--- config.mk ---
export PLATFORM = sky130hd
export DESIGN_NAME = humidity_sensor_frame_decoder
export DESIGN_NICKNAME = d
export VERILOG_FILES = /design/src/hsfd_pkg.sv /design/src/hsfd_ctrl.sv /design/src/hsfd_datapath.sv /design/src/humidity_sensor_frame_decoder.sv
export SDC_FILE = /design/constraint.sdc
export NUM_CORES = 2
export LEC_CHECK = 0
export BUFFER_PORTS_ARGS = -buffer_cell sky130_fd_sc_hd__buf_2
export CAP_MARGIN = 20
export CORE_UTILIZATION = 45
export DETAILED_ROUTE_END_ITERATION = 6
export GPL_ROUTABILITY_DRIVEN = 0
export SLEW_MARGIN = 20
export SYNTH_ARGS = -nofsm -noshare
export SYNTH_HDL_FRONTEND = slang
export SYNTH_SLANG_ARGS = --single-unit
--- constraint.sdc ---
create_clock -name clk -period 7.7 [get_ports clk]
set_input_delay 0.385 -clock clk [delete_from_list [all_inputs] [get_ports clk]]
set_output_delay 0.385 -clock clk [all_outputs]
set_load 0.02 [all_outputs]
--- src/hsfd_pkg.sv ---
`default_nettype none
// ----------------------------------------------------------------------------
// hsfd_pkg
// Shared types, codes and helpers of the humidity sensor frame decoder.
// ----------------------------------------------------------------------------
package hsfd_pkg;

	// CRC-8 of the sensor frames: polynomial 0x31, initial value 0xFF, MSB first
	localparam logic [7:0] CRC_POLY = 8'h31;
	localparam logic [7:0] CRC_INIT = 8'hFF;

	// result status codes
	localparam logic [1:0] STATUS_GOOD    = 2'd0;
	localparam logic [1:0] STATUS_CRC_ERR = 2'd1;
	localparam logic [1:0] STATUS_BUSY    = 2'd2;

	// configuration register indexes
	localparam logic [1:0] CFG_SENSOR_KIND     = 2'd0;
	localparam logic [1:0] CFG_SELECT_HUMIDITY = 2'd1;
	localparam logic [1:0] CFG_GAIN            = 2'd2;
	localparam logic [1:0] CFG_VALUE_OFFSET    = 2'd3;

	localparam int CFG_DATA_W = 21;

	typedef struct packed {
		logic               sensor_kind;
		logic               select_humidity;
		logic signed [15:0] gain;
		logic signed [20:0] value_offset;
	} cfg_t;

	// controller to datapath
	typedef struct packed {
		logic take_byte;
		logic run_mul;
		logic run_div;
		logic run_gain;
		logic load_out;
	} cmd_t;

	// datapath to controller
	typedef struct packed {
		logic final_byte;
		logic out_free;
	} dp_status_t;

	// one byte of the running CRC, MSB first
	function automatic logic [7:0] crc8_byte(input logic [7:0] crc, input logic [7:0] data);
		logic [7:0] c;
		c = crc ^ data;
		for (int i = 0; i < 8; i++) begin
			c = c[7] ? ({c[6:0], 1'b0} ^ CRC_POLY) : {c[6:0], 1'b0};
		end
		return c;
	endfunction

endpackage
`default_nettype wire

--- src/hsfd_ctrl.sv ---
`default_nettype none
// ----------------------------------------------------------------------------
// hsfd_ctrl
// Sequencer: takes frame bytes, then steps the end-of-frame arithmetic.
// ----------------------------------------------------------------------------
module hsfd_ctrl (
	input  wire logic                 clk,
	input  wire logic                 arst_n,
	input  wire logic                 in_valid,
	output logic                      in_stall,
	input  wire hsfd_pkg::dp_status_t dp_status,
	output hsfd_pkg::cmd_t            cmd
);
	import hsfd_pkg::*;

	typedef enum logic [4:0] {
		ST_IDLE = 5'b00001,
		ST_MUL  = 5'b00010,
		ST_DIV  = 5'b00100,
		ST_GAIN = 5'b01000,
		ST_SUM  = 5'b10000
	} state_t;

	state_t state_q, state_d;

	always_comb begin
		state_d  = state_q;
		cmd      = '0;
		in_stall = 1'b1;
		unique case (state_q)
			ST_IDLE: begin
				in_stall      = 1'b0;
				cmd.take_byte = in_valid;
				if (in_valid && dp_status.final_byte) begin
					state_d = ST_MUL;
				end
			end
			ST_MUL: begin
				cmd.run_mul = 1'b1;
				state_d     = ST_DIV;
			end
			ST_DIV: begin
				cmd.run_div = 1'b1;
				state_d     = ST_GAIN;
			end
			ST_GAIN: begin
				cmd.run_gain = 1'b1;
				state_d      = ST_SUM;
			end
			ST_SUM: begin
				// hold until the output register is free
				if (dp_status.out_free) begin
					cmd.load_out = 1'b1;
					state_d      = ST_IDLE;
				end
			end
			default: begin
				state_d = ST_IDLE;
			end
		endcase
	end

	always_ff @(posedge clk or negedge arst_n) begin
		if (!arst_n) begin
			state_q <= ST_IDLE;
		end else begin
			state_q <= state_d;
		end
	end

endmodule
`default_nettype wire

--- src/hsfd_datapath.sv ---
`default_nettype none
// ----------------------------------------------------------------------------
// hsfd_datapath
// Frame byte store, running CRC, unit conversion, gain/offset and output register.
// ----------------------------------------------------------------------------
module hsfd_datapath (
	input  wire logic                 clk,
	input  wire logic                 arst_n,
	input  wire hsfd_pkg::cfg_t       cfg,
	input  wire hsfd_pkg::cmd_t       cmd,
	output hsfd_pkg::dp_status_t      dp_status,
	input  wire logic [7:0]           rx_byte,
	input  wire logic                 frame_start,
	output logic                      out_valid,
	input  wire logic                 out_stall,
	output logic [1:0]                status,
	output logic signed [14:0]        temperature_centi,
	output logic [13:0]               humidity_centi,
	output logic signed [23:0]        scaled_value
);
	import hsfd_pkg::*;

	// frame tracking
	logic [2:0] pos_q;
	logic [7:0] crc_q;
	logic       crc_fail_q;
	logic [7:0] bytes_q [7];
	logic [1:0] status_q;

	logic [2:0] pos_eff, pos_cur;
	logic [7:0] crc_cur;
	logic       fail_cur, crc_mismatch, is_final;

	always_comb begin
		pos_eff      = frame_start ? 3'd0 : pos_q;
		pos_cur      = (pos_eff == 3'd7) ? 3'd6 : pos_eff;
		crc_cur      = frame_start ? CRC_INIT : crc_q;
		fail_cur     = frame_start ? 1'b0 : crc_fail_q;
		crc_mismatch = (crc_cur != rx_byte);
		is_final     = cfg.sensor_kind ? (pos_cur == 3'd6) : (pos_cur >= 3'd5);
	end

	assign dp_status.final_byte = is_final;
	assign dp_status.out_free   = !out_valid || !out_stall;

	always_ff @(posedge clk) begin
		if (cmd.take_byte) begin
			bytes_q[pos_cur] <= rx_byte;
			if (is_final) begin
				if (cfg.sensor_kind && bytes_q[0][7]) begin
					status_q <= STATUS_BUSY;
				end else if (fail_cur || crc_mismatch) begin
					status_q <= STATUS_CRC_ERR;
				end else begin
					status_q <= STATUS_GOOD;
				end
			end
		end
	end

	always_ff @(posedge clk or negedge arst_n) begin
		if (!arst_n) begin
			pos_q      <= 3'd0;
			crc_q      <= CRC_INIT;
			crc_fail_q <= 1'b0;
		end else if (cmd.take_byte) begin
			if (is_final) begin
				pos_q      <= 3'd0;
				crc_q      <= CRC_INIT;
				crc_fail_q <= 1'b0;
			end else if (!cfg.sensor_kind && pos_cur == 3'd2) begin
				// word CRC byte: check, then restart for the next word
				pos_q      <= pos_cur + 3'd1;
				crc_q      <= CRC_INIT;
				crc_fail_q <= fail_cur | crc_mismatch;
			end else begin
				pos_q      <= pos_cur + 3'd1;
				crc_q      <= crc8_byte(crc_cur, rx_byte);
				crc_fail_q <= fail_cur;
			end
		end
	end

	// raw readings scaled by the full-scale span
	logic [19:0] t_raw, h_raw;
	logic [14:0] t_coef;
	logic [34:0] t_prod_q;
	logic [33:0] h_prod_q;

	always_comb begin
		if (cfg.sensor_kind) begin
			h_raw  = {bytes_q[1], bytes_q[2], bytes_q[3][7:4]};
			t_raw  = {bytes_q[3][3:0], bytes_q[4], bytes_q[5]};
			t_coef = 15'd20000;
		end else begin
			h_raw  = {4'd0, bytes_q[3], bytes_q[4]};
			t_raw  = {4'd0, bytes_q[0], bytes_q[1]};
			t_coef = 15'd17500;
		end
	end

	always_ff @(posedge clk) begin
		if (cmd.run_mul) begin
			t_prod_q <= {15'd0, t_raw} * {20'd0, t_coef};
			h_prod_q <= {14'd0, h_raw} * 34'd10000;
		end
	end

	// divide by 65535 (fold high half into low) or by 2^20, truncating
	logic [16:0] t_fold, h_fold;
	logic        t_ge, h_ge;
	logic [14:0] t_quo;
	logic        t_rem_nz;
	logic [13:0] h_quo;
	logic [12:0] t_base;
	logic [15:0] t_centi_d;
	logic signed [14:0] t_centi_q;
	logic [13:0] h_centi_q;

	always_comb begin
		t_fold = {2'd0, t_prod_q[30:16]} + {1'b0, t_prod_q[15:0]};
		h_fold = {3'd0, h_prod_q[29:16]} + {1'b0, h_prod_q[15:0]};
		t_ge   = (t_fold >= 17'd65535);
		h_ge   = (h_fold >= 17'd65535);
		if (cfg.sensor_kind) begin
			t_quo    = t_prod_q[34:20];
			t_rem_nz = (t_prod_q[19:0] != 20'd0);
			h_quo    = h_prod_q[33:20];
			t_base   = 13'd5000;
		end else begin
			t_quo    = t_prod_q[30:16] + {14'd0, t_ge};
			t_rem_nz = t_ge ? (t_fold != 17'd65535) : (t_fold != 17'd0);
			h_quo    = h_prod_q[29:16] + {13'd0, h_ge};
			t_base   = 13'd4500;
		end
		// truncate toward zero below the offset point
		t_centi_d = {1'b0, t_quo} - {3'd0, t_base}
			+ {15'd0, (t_quo < {2'd0, t_base}) && t_rem_nz};
	end

	always_ff @(posedge clk) begin
		if (cmd.run_div) begin
			t_centi_q <= t_centi_d[14:0];
			h_centi_q <= h_quo;
		end
	end

	// gain, offset and saturation
	logic signed [15:0] sel;
	logic signed [31:0] gain_prod_q;
	logic signed [23:0] gain_quo;
	logic        [25:0] sum;
	logic        [23:0] sat;

	always_comb begin
		sel      = cfg.select_humidity ? $signed({2'd0, h_centi_q})
			: $signed({t_centi_q[14], t_centi_q});
		gain_quo = $signed(gain_prod_q[31:8])
			+ $signed({23'd0, gain_prod_q[31] && (gain_prod_q[7:0] != 8'd0)});
		sum      = {{2{gain_quo[23]}}, gain_quo} + {{5{cfg.value_offset[20]}}, cfg.value_offset};
		if (!sum[25] && (sum[24:23] != 2'b00)) begin
			sat = 24'h7FFFFF;
		end else if (sum[25] && (sum[24:23] != 2'b11)) begin
			sat = 24'h800000;
		end else begin
			sat = sum[23:0];
		end
	end

	always_ff @(posedge clk) begin
		if (cmd.run_gain) begin
			gain_prod_q <= 32'(sel) * 32'(cfg.gain);
		end
	end

	// output register
	logic               out_valid_q;
	logic [1:0]         status_out_q;
	logic signed [14:0] t_out_q;
	logic [13:0]        h_out_q;
	logic signed [23:0] scaled_out_q;

	always_ff @(posedge clk or negedge arst_n) begin
		if (!arst_n) begin
			out_valid_q <= 1'b0;
		end else if (cmd.load_out) begin
			out_valid_q <= 1'b1;
		end else if (!out_stall) begin
			out_valid_q <= 1'b0;
		end
	end

	always_ff @(posedge clk) begin
		if (cmd.load_out) begin
			status_out_q <= status_q;
			if (status_q == STATUS_GOOD) begin
				t_out_q      <= t_centi_q;
				h_out_q      <= h_centi_q;
				scaled_out_q <= sat;
			end else begin
				t_out_q      <= '0;
				h_out_q      <= '0;
				scaled_out_q <= '0;
			end
		end
	end

	assign out_valid         = out_valid_q;
	assign status            = status_out_q;
	assign temperature_centi = t_out_q;
	assign humidity_centi    = h_out_q;
	assign scaled_value      = scaled_out_q;

endmodule
`default_nettype wire

--- src/humidity_sensor_frame_decoder.sv ---
`default_nettype none
// ----------------------------------------------------------------------------
// humidity_sensor_frame_decoder
// Decodes CRC-protected temperature/humidity sensor response frames.
// ----------------------------------------------------------------------------
// Usage:
//  - Input channel (in_valid/in_stall, rx_byte, frame_start) carries one
//    response byte per transaction; frame_start marks byte 0 of a frame.
//  - sensor_kind 0: six-byte frame, two words each with its own CRC-8.
//    sensor_kind 1: seven-byte frame, status byte, 20-bit fields, one CRC.
//  - Ordinary bytes are taken one per cycle and cause no result.
//  - The final byte of a frame starts the end-of-frame steps (multiply,
//    divide, gain, offset/saturate), with in_stall high during them; the
//    result appears on out_valid when the last step loads the output
//    register.
//  - The output register holds a finished result while out_stall is high;
//    bytes of the next frame are still taken meanwhile, and only the end-of
//    -frame sequence waits for the register to empty.
//  - Status 2 (busy) wins over status 1 (CRC); on either, value fields are 0.
//  - Configuration is written through cfg_wr_en/cfg_index/cfg_data, only
//    while no frame is in flight.
//  - Reset: frame position and CRC restart, no result pending, gain 1.0
//    (256), offset 0, format 0, temperature selected.
// ----------------------------------------------------------------------------
module humidity_sensor_frame_decoder (
	input  wire logic                              clk,
	input  wire logic                              arst_n,
	input  wire logic                              cfg_wr_en,
	input  wire logic [1:0]                        cfg_index,
	input  wire logic [hsfd_pkg::CFG_DATA_W-1:0]   cfg_data,
	input  wire logic                              in_valid,
	output logic                                   in_stall,
	input  wire logic [7:0]                        rx_byte,
	input  wire logic                              frame_start,
	output logic                                   out_valid,
	input  wire logic                              out_stall,
	output logic [1:0]                             status,
	output logic signed [14:0]                     temperature_centi,
	output logic [13:0]                            humidity_centi,
	output logic signed [23:0]                     scaled_value
);
	import hsfd_pkg::*;

	cfg_t       cfg_q;
	cmd_t       cmd;
	dp_status_t dp_status;

	// configuration registers; writes to them must only happen while idle (the user's duty, not enforced here)
	always_ff @(posedge clk or negedge arst_n) begin
		if (!arst_n) begin
			cfg_q.sensor_kind     <= 1'b0;
			cfg_q.select_humidity <= 1'b0;
			cfg_q.gain            <= 16'sd256;
			cfg_q.value_offset    <= '0;
		end else if (cfg_wr_en) begin
			unique case (cfg_index)
				CFG_SENSOR_KIND:     cfg_q.sensor_kind     <= cfg_data[0];
				CFG_SELECT_HUMIDITY: cfg_q.select_humidity <= cfg_data[0];
				CFG_GAIN:            cfg_q.gain            <= cfg_data[15:0];
				CFG_VALUE_OFFSET:    cfg_q.value_offset    <= cfg_data;
				default: begin
				end
			endcase
		end
	end

	// sequencer: byte intake and end-of-frame steps
	hsfd_ctrl u_ctrl (
		.clk       (clk),
		.arst_n    (arst_n),
		.in_valid  (in_valid),
		.in_stall  (in_stall),
		.dp_status (dp_status),
		.cmd       (cmd)
	);

	// frame store, CRC, conversion and output register
	hsfd_datapath u_datapath (
		.clk               (clk),
		.arst_n            (arst_n),
		.cfg               (cfg_q),
		.cmd               (cmd),
		.dp_status         (dp_status),
		.rx_byte           (rx_byte),
		.frame_start       (frame_start),
		.out_valid         (out_valid),
		.out_stall         (out_stall),
		.status            (status),
		.temperature_centi (temperature_centi),
		.humidity_centi    (humidity_centi),
		.scaled_value      (scaled_value)
	);

endmodule
`default_nettype wire
# Word-level counts from Yosys, hierarchy flattened
# Memories as Yosys holds them, arrays and structs flattened.
# Cells that the tools add are included.
dict set report word_totals {
  n_memories 1
  regBits 240
  output_inout_bits 57
  wordCells 135
  inputBits 37
  mem_bits_rw 56
}
# memory words width read_ports rd_clocked_by_memory_dff write_ports line_no
set memory_table {}
lappend memory_table {u_datapath.bytes_q 7 8 6 0 1 hsfd_datapath.sv:27} ;# logic [7:0] bytes_q [7];
dict set report classes {
  magnitude_cmp 4
  n_reduce_logical 26
  bitwise_logic 11
  n_eq_ne 17
  muxes 44
  add_sub_neg 9
  n_mul 3
}
# op count
set op_table {}
lappend op_table {{$mux 6} 8}
lappend op_table {{$mux 20} 2}
lappend op_table {{$mul 20x15->35} 1}
lappend op_table {{$ge 17x16->1 const B} 2}
lappend op_table {{$mul 16x16->32} 1}
lappend op_table {{$add 15x1->15} 2}
lappend op_table {{$mul 20x10->30 const B} 1}
lappend op_table {{$add 24x21->25} 1}
lappend op_table {{$pmux 5 s5} 1}
lappend op_table {{$add 24x2->24} 1}
lappend op_table {{$mux 24} 1}
lappend op_table {{$mux 8} 3}
lappend op_table {{$not 3->3} 8}
lappend op_table {{$mux 23} 1}
lappend op_table {{$reduce_bool 20->1} 1}
lappend op_table {{$mux 1} 18}
lappend op_table {{$add 14x16->17} 1}
lappend op_table {{$add 15x16->17} 1}
lappend op_table {{$ne 17x16->1 const B} 1}
lappend op_table {{$reduce_bool 17->1} 1}
lappend op_table {{$mux 16} 1}
lappend op_table {{$lt 15x13->1} 1}
lappend op_table {{$mux 15} 1}
lappend op_table {{$sub 15x13->15} 1}
lappend op_table {{other kinds (31)} 54}

# Longest topological paths before layout
dict set report depth {
  word_depth 20
  mapped_depth 37
}

# Modules after synthesis
# A second synthesis with hierarchy kept.
dict set report hier_totals {
  hier_cells 3185
  area_unflattened_um2 32773.9
}
# module area_each_um2 instances seq_area_each_um2 cells_each
set modules_own_cells {}
lappend modules_own_cells {hsfd_datapath 30857.1 1 7211.9 3070}
lappend modules_own_cells {humidity_sensor_frame_decoder 1607.8 1 977.2 85}
lappend modules_own_cells {hsfd_ctrl 309.0 1 126.4 30}

# Worst setup path before layout
# OpenSTA, ideal clock, no wires.
dict set report synth_timing {
  path_kind {reg2reg}
  start {register cfg_q[37] (netlist bit)}
  end {register u_datapath.gain_prod_q[31] (data pin)}
  path_slack_ns 0.571
  n_path_buf 3
  setup_ns 0.259
  arrival_ns 6.870
  period_less_slack_ns 7.129
  path_stages_with_launch 25
  required_time_ns 7.441
  path_cell_list {dfrtp_1 -> clkbuf_1 -> clkbuf_1 -> nor2b_1 -> clkbuf_1 -> nand2_1 -> inv_1 -> fa_1 -> fa_1 -> inv_1 -> fa_1 -> inv_1 -> fa_1 -> fa_1 -> fa_1 -> ha_1 -> a21o_1 -> o21a_1 -> a311oi_1 -> o22ai_1 -> nor2b_1 -> o31ai_1 -> a21o_1 -> a21oi_1 -> xnor2_1}
}
dict set report synth_via {
  elab_chain_cells 2
}
# element line_no
set synth_lines {}
lappend synth_lines {{start: declaration} humidity_sensor_frame_decoder.sv:44} ;# cfg_t cfg_q;
lappend synth_lines {{$mux 16} hsfd_datapath.sv:156} ;# sel = cfg.select_humidity ? $signed({2'd0, h_centi_q})
lappend synth_lines {{$mul 16x16->32} hsfd_datapath.sv:172} ;# gain_prod_q <= 32'(sel) * 32'(cfg.gain);
lappend synth_lines {{end signal: assignment} hsfd_datapath.sv:172}
lappend synth_lines {{end: declaration} hsfd_datapath.sv:150} ;# logic signed [31:0] gain_prod_q;
# Every way passes these cells.
# A chain may end at the register's enable or synchronous reset.

# Worst setup path after layout
# Ends and elaborated chain as after synthesis.

==> results by stage <==
Synthesis:
- In the synthesized netlist the async set-or-reset flop fraction comes to 19.9%.
- The cell area after synthesis is 32,300 sq um.
- The number of enable flip-flop cells after synthesis is 229.
- Each instance of the synthesized netlist takes up on average around 10 sq um.
- The count of mapped cells out of synthesis is ~3,100.
- The flip-flop and latch count after synthesis is 286.
- The dominant register cell in the synthesized netlist is sky130_fd_sc_hd__edfxtp_1.
- For this run, the number of Yosys warnings is 0.
- The sequential share of the synthesized area is 25.7%.
- The number of different library cells used by synthesis comes to 69.

Timing:
- The final hold violation count was 0.
- At the pin with the least slew margin, the transition time is 0.993 ns.
- The worst path uses 94.2% of the clock period.
- Subtracting the final worst setup slack from the clock period gives 7.25 ns.
- Static timing analysis puts the maximum clock frequency at 138 MHz.
- The final max-slew violation count is 0.
- Summed over all failing endpoints, the final setup total negative slack is 0 ns.
- The count of endpoints failing setup in the final report is 0.
- Setup repair after global routing left no endpoint under its margin.
- Headroom to the max-slew limit came out at 33.6%.
- Clock skew on the completed layout was measured at 0.0213 ns.

CTS:
- The total CTS buffers is 35.
- For this design, the CTS-stage hold fixing added 0 buffers.
- For the worst-skew pair, the clock arrives at the later sink with an insertion delay of 0.55 ns.
- In this run the number of H-tree levels came out at 2.
- The maximum root-to-sink buffer count is 3.
- The CTS clock-pin slew for the worst setup and hold paths is 0.06 ns.
- The number of buffers inserted to repair setup after CTS is 0.
- The TritonCTS clock tree is built.
- The clock net in this run drives a total of 286 sinks.
- The buffer type at the clock tree root is sky130_fd_sc_hd__clkbuf_16.
- In this run, post-CTS repair resized a total of 0 instances.

Drt:
- In the routed design, unresolved DRC markers number 0.
- The final antenna-violating net count is 0.
- For this block, the initial DRC count from the detailed router was a little over 900.
- Before antenna repair, the detailed router went through 5 iterations.
- The detailed-route vias per instance is 5.28.
- The average detailed-routed wire length per instance is 18.6 um.
- Summing over every cut layer, the via total after detailed routing is 22,000.
- The sum of routed wire length over all layers is 77.2 mm.

Outcome:
- The run finished with clean final reports.

GRT:
- Global routing used 21.6% of the available tracks.
- The initial antenna violation count was 1.
- The first global-routing pass estimated 125 mm of wire.
- The final global-route overflow total is 0.
- The number of global-route vias before repair is 24,100.
- The largest net degree at the start of global routing is 65.

Final layout:
- The total number of nets in the final design is 4,024.
- The area overhead of the layout relative to synthesis is 8.67%.
- The proportion of layout cells with a drive suffix above 1 is 9.15%.

Hold path:
- The class of the tightest hold or removal check is input port to asynchronous set/reset pin.

Setup path:
- The data required time at the worst endpoint is about 8 ns.
- The arrival time at the worst endpoint is 7.54 ns.
- The class of the most critical setup path is register to register.
- STA classifies the critical path endpoint as a register.
- STA classifies the critical path startpoint as a register.
- Along the worst path, the maximum fanout reaches 16.

Floorplan:
- The placeable core region is 70,500 sq um.
- The floorplan step set the die width to 270 um.
- Row generation in the floorplan step produced 97 rows.
- The vertical die dimension is 270 um.
- For this configuration, the core starts out at a cell density of 45.8%.
- The number of I/O pins is 94.
- The die covers 72,900 sq um.

Placed design:
- The number of I/O port buffers is 93.
- After legalization and detailed placement, the total HPWL measured 64.1 mm.

Job:
- Across the run, the number of max-cap violations was 0.
[layout make-up]
| class | instances | area (sq um) |
|---|---|---|
| Fill cell | 6397 | 35400 |
| Multi-Input combinational cell | 2235 | 21800 |
| Sequential cell | 286 | 8320 |
| Inverter | 522 | 1960 |
| Tap cell | 940 | 1180 |
| Clock buffer | 40 | 957 |
| Timing Repair Buffer | 120 | 668 |
| Clock inverter | 20 | 214 |
| Antenna cell | 1 | 2.50 |
[placed cells by master, fill, tap and decap left out, drive strengths merged, types with 15 or more instances in the layout]
cell | Yosys | layout
or2 | 20 | 20
o21ai | 90 | 90
and3 | 21 | 21
xnor2 | 134 | 134
edfxtp | 229 | 229
o21a | 28 | 28
nor4 | 21 | 21
nand2 | 292 | 292
xor2 | 64 | 64
nand3 | 50 | 50
inv | 522 | 525
nor2 | 101 | 101
nor2b | 30 | 30
o21bai | 29 | 29
mux2 | 67 | 67
conb | 1 | 15
a21o | 57 | 57
and2 | 120 | 120
nand4 | 17 | 17
fa | 406 | 406
buf | 9 | 120
ha | 381 | 381
dfrtp | 47 | 47
nand2b | 17 | 17
nor3 | 35 | 35
a21oi | 113 | 113
clkbuf | 74 | 40
[per-layer routing]
layer | wire, um | part of all wire, % | track usage [%]
met1 | 30900 | 40 | 25.3
met2 | 40400 | 52 | 40.1
met3 | 2760 | 3.6 | 2.20
met4 | 3130 | 4.1 | 8.58
met5 | 13 | 0.017 | 0
[worst paths after layout]
check	cells past startpoint	end	slack, ns	from
min in group clk	2	cfg_q[18]$_DFFE_PN0P_	0.07	cfg_data[18]
max in group asynchronous	2	cfg_q[37]$_DFFE_PN0P_	7.00	arst_n
max reg2reg	21	u_datapath.gain_prod_q[31]$_DFFE_PP_	0.45	cfg_q[37]$_DFFE_PN0P_
min reg2reg	2	u_datapath.crc_q[1]$_DFFE_PN1P_	0.51	u_datapath.crc_q[1]$_DFFE_PN1P_
max	21	u_datapath.gain_prod_q[31]$_DFFE_PP_	0.45	cfg_q[37]$_DFFE_PN0P_
min	2	cfg_q[19]$_DFFE_PN0P_	0.03	arst_n
[through the flow]
step | utilization, % | setup WS [ns] | cell area (sq um) | cells | hold WS, ns
2_1_floorplan | - | 0.571 | 32400 | 3126 | 0.0894
3_3_place_gp | 48.1 | 0.506 | 33900 | 4103 | 0.491
3_5_place_dp | 48.1 | 0.247 | 33900 | 4103 | 0.502
4_1_cts | 49.8 | 0.254 | 35100 | 4163 | 0.0359
5_1_grt | 49.8 | 0.00134 | 35100 | 4163 | 0.0510
6_report | 49.8 | 0.450 | 35100 | 4164 | 0.0253
[sequential cells by signal, indices dropped and copies added, names as in the netlist]
name and count:
u_datapath.h_prod_q 30, u_datapath.humidity_centi 14, u_datapath.crc_fail_q 1, u_datapath.status_q 2, u_datapath.temperature_centi 15, u_datapath.bytes_q 48, u_datapath.scaled_value 24, u_ctrl.state_q 5
u_datapath.crc_q 8, u_datapath.gain_prod_q 32, u_datapath.h_centi_q 14, u_datapath.pos_q 3, u_datapath.t_prod_q 33, cfg_q 39, u_datapath.status 2, u_datapath.out_valid 1
u_datapath.t_centi_q 15
[logic make-up (layout without fill, tap and decap cells)]
| logic type | Yosys count | after routing | synth area share (%) |
|---|---|---|---|
| flip-flops | 286 | 286 | 25.7 |
| AND/OR/NAND/NOR | 755 | 755 | 11.4 |
| buffers and inverters | 605 | 702 | 7.04 |
| XOR/XNOR | 198 | 198 | 5.36 |
| AO/OA/AOI/OAI | 402 | 402 | 7.95 |
| multiplexers | 78 | 78 | 2.67 |
| other | 1 | 16 | 0.0116 |
| adder cells (fa/ha/maj) | 787 | 787 | 39.9 |
[synthesized netlist by cell type, types with 30 or more instances]
cell type | count | share of area (%)
sky130_fd_sc_hd__xor2_1 | 64 | 1.7
sky130_fd_sc_hd__nor3_1 | 35 | 0.54
sky130_fd_sc_hd__nor2_1 | 101 | 1.2
sky130_fd_sc_hd__xnor2_1 | 134 | 3.6
sky130_fd_sc_hd__dfrtp_1 | 47 | 3.6
sky130_fd_sc_hd__o21ai_0 | 89 | 1.4
sky130_fd_sc_hd__nand2_1 | 292 | 3.4
sky130_fd_sc_hd__nor2b_1 | 30 | 0.58
sky130_fd_sc_hd__inv_1 | 522 | 6.1
sky130_fd_sc_hd__clkbuf_1 | 74 | 0.86
sky130_fd_sc_hd__nand3_1 | 50 | 0.77
sky130_fd_sc_hd__ha_1 | 381 | 15
sky130_fd_sc_hd__a21o_1 | 56 | 1.3
sky130_fd_sc_hd__mux2_2 | 67 | 2.3
sky130_fd_sc_hd__fa_1 | 406 | 25
sky130_fd_sc_hd__a21oi_1 | 112 | 1.7
sky130_fd_sc_hd__and2_1 | 120 | 2.3
sky130_fd_sc_hd__edfxtp_1 | 229 | 21
[worst max-delay path, cell delays in order, from the launching register on]
cell and delay, ns:
sky130_fd_sc_hd__dfrtp_2 0.54, sky130_fd_sc_hd__mux2_2 0.55, sky130_fd_sc_hd__nand2_1 0.16, sky130_fd_sc_hd__fa_1 0.59, sky130_fd_sc_hd__inv_1 0.06, sky130_fd_sc_hd__fa_1 0.57
sky130_fd_sc_hd__fa_1 0.44, sky130_fd_sc_hd__fa_1 0.49, sky130_fd_sc_hd__inv_1 0.06, sky130_fd_sc_hd__fa_1 0.53, sky130_fd_sc_hd__inv_1 0.06, sky130_fd_sc_hd__fa_1 0.47
sky130_fd_sc_hd__ha_1 0.42, sky130_fd_sc_hd__a2111oi_0 0.46, sky130_fd_sc_hd__o21ai_0 0.16, sky130_fd_sc_hd__a22oi_1 0.43, sky130_fd_sc_hd__o22ai_1 0.20, sky130_fd_sc_hd__nor2b_1 0.20
sky130_fd_sc_hd__o31ai_1 0.12, sky130_fd_sc_hd__a21o_1 0.19, sky130_fd_sc_hd__a21oi_1 0.17, sky130_fd_sc_hd__xnor2_1 0.10
Power is left out: the tool's default activity adds up to more than one toggle a clock period on the data nets, which glitch-free logic cannot reach.
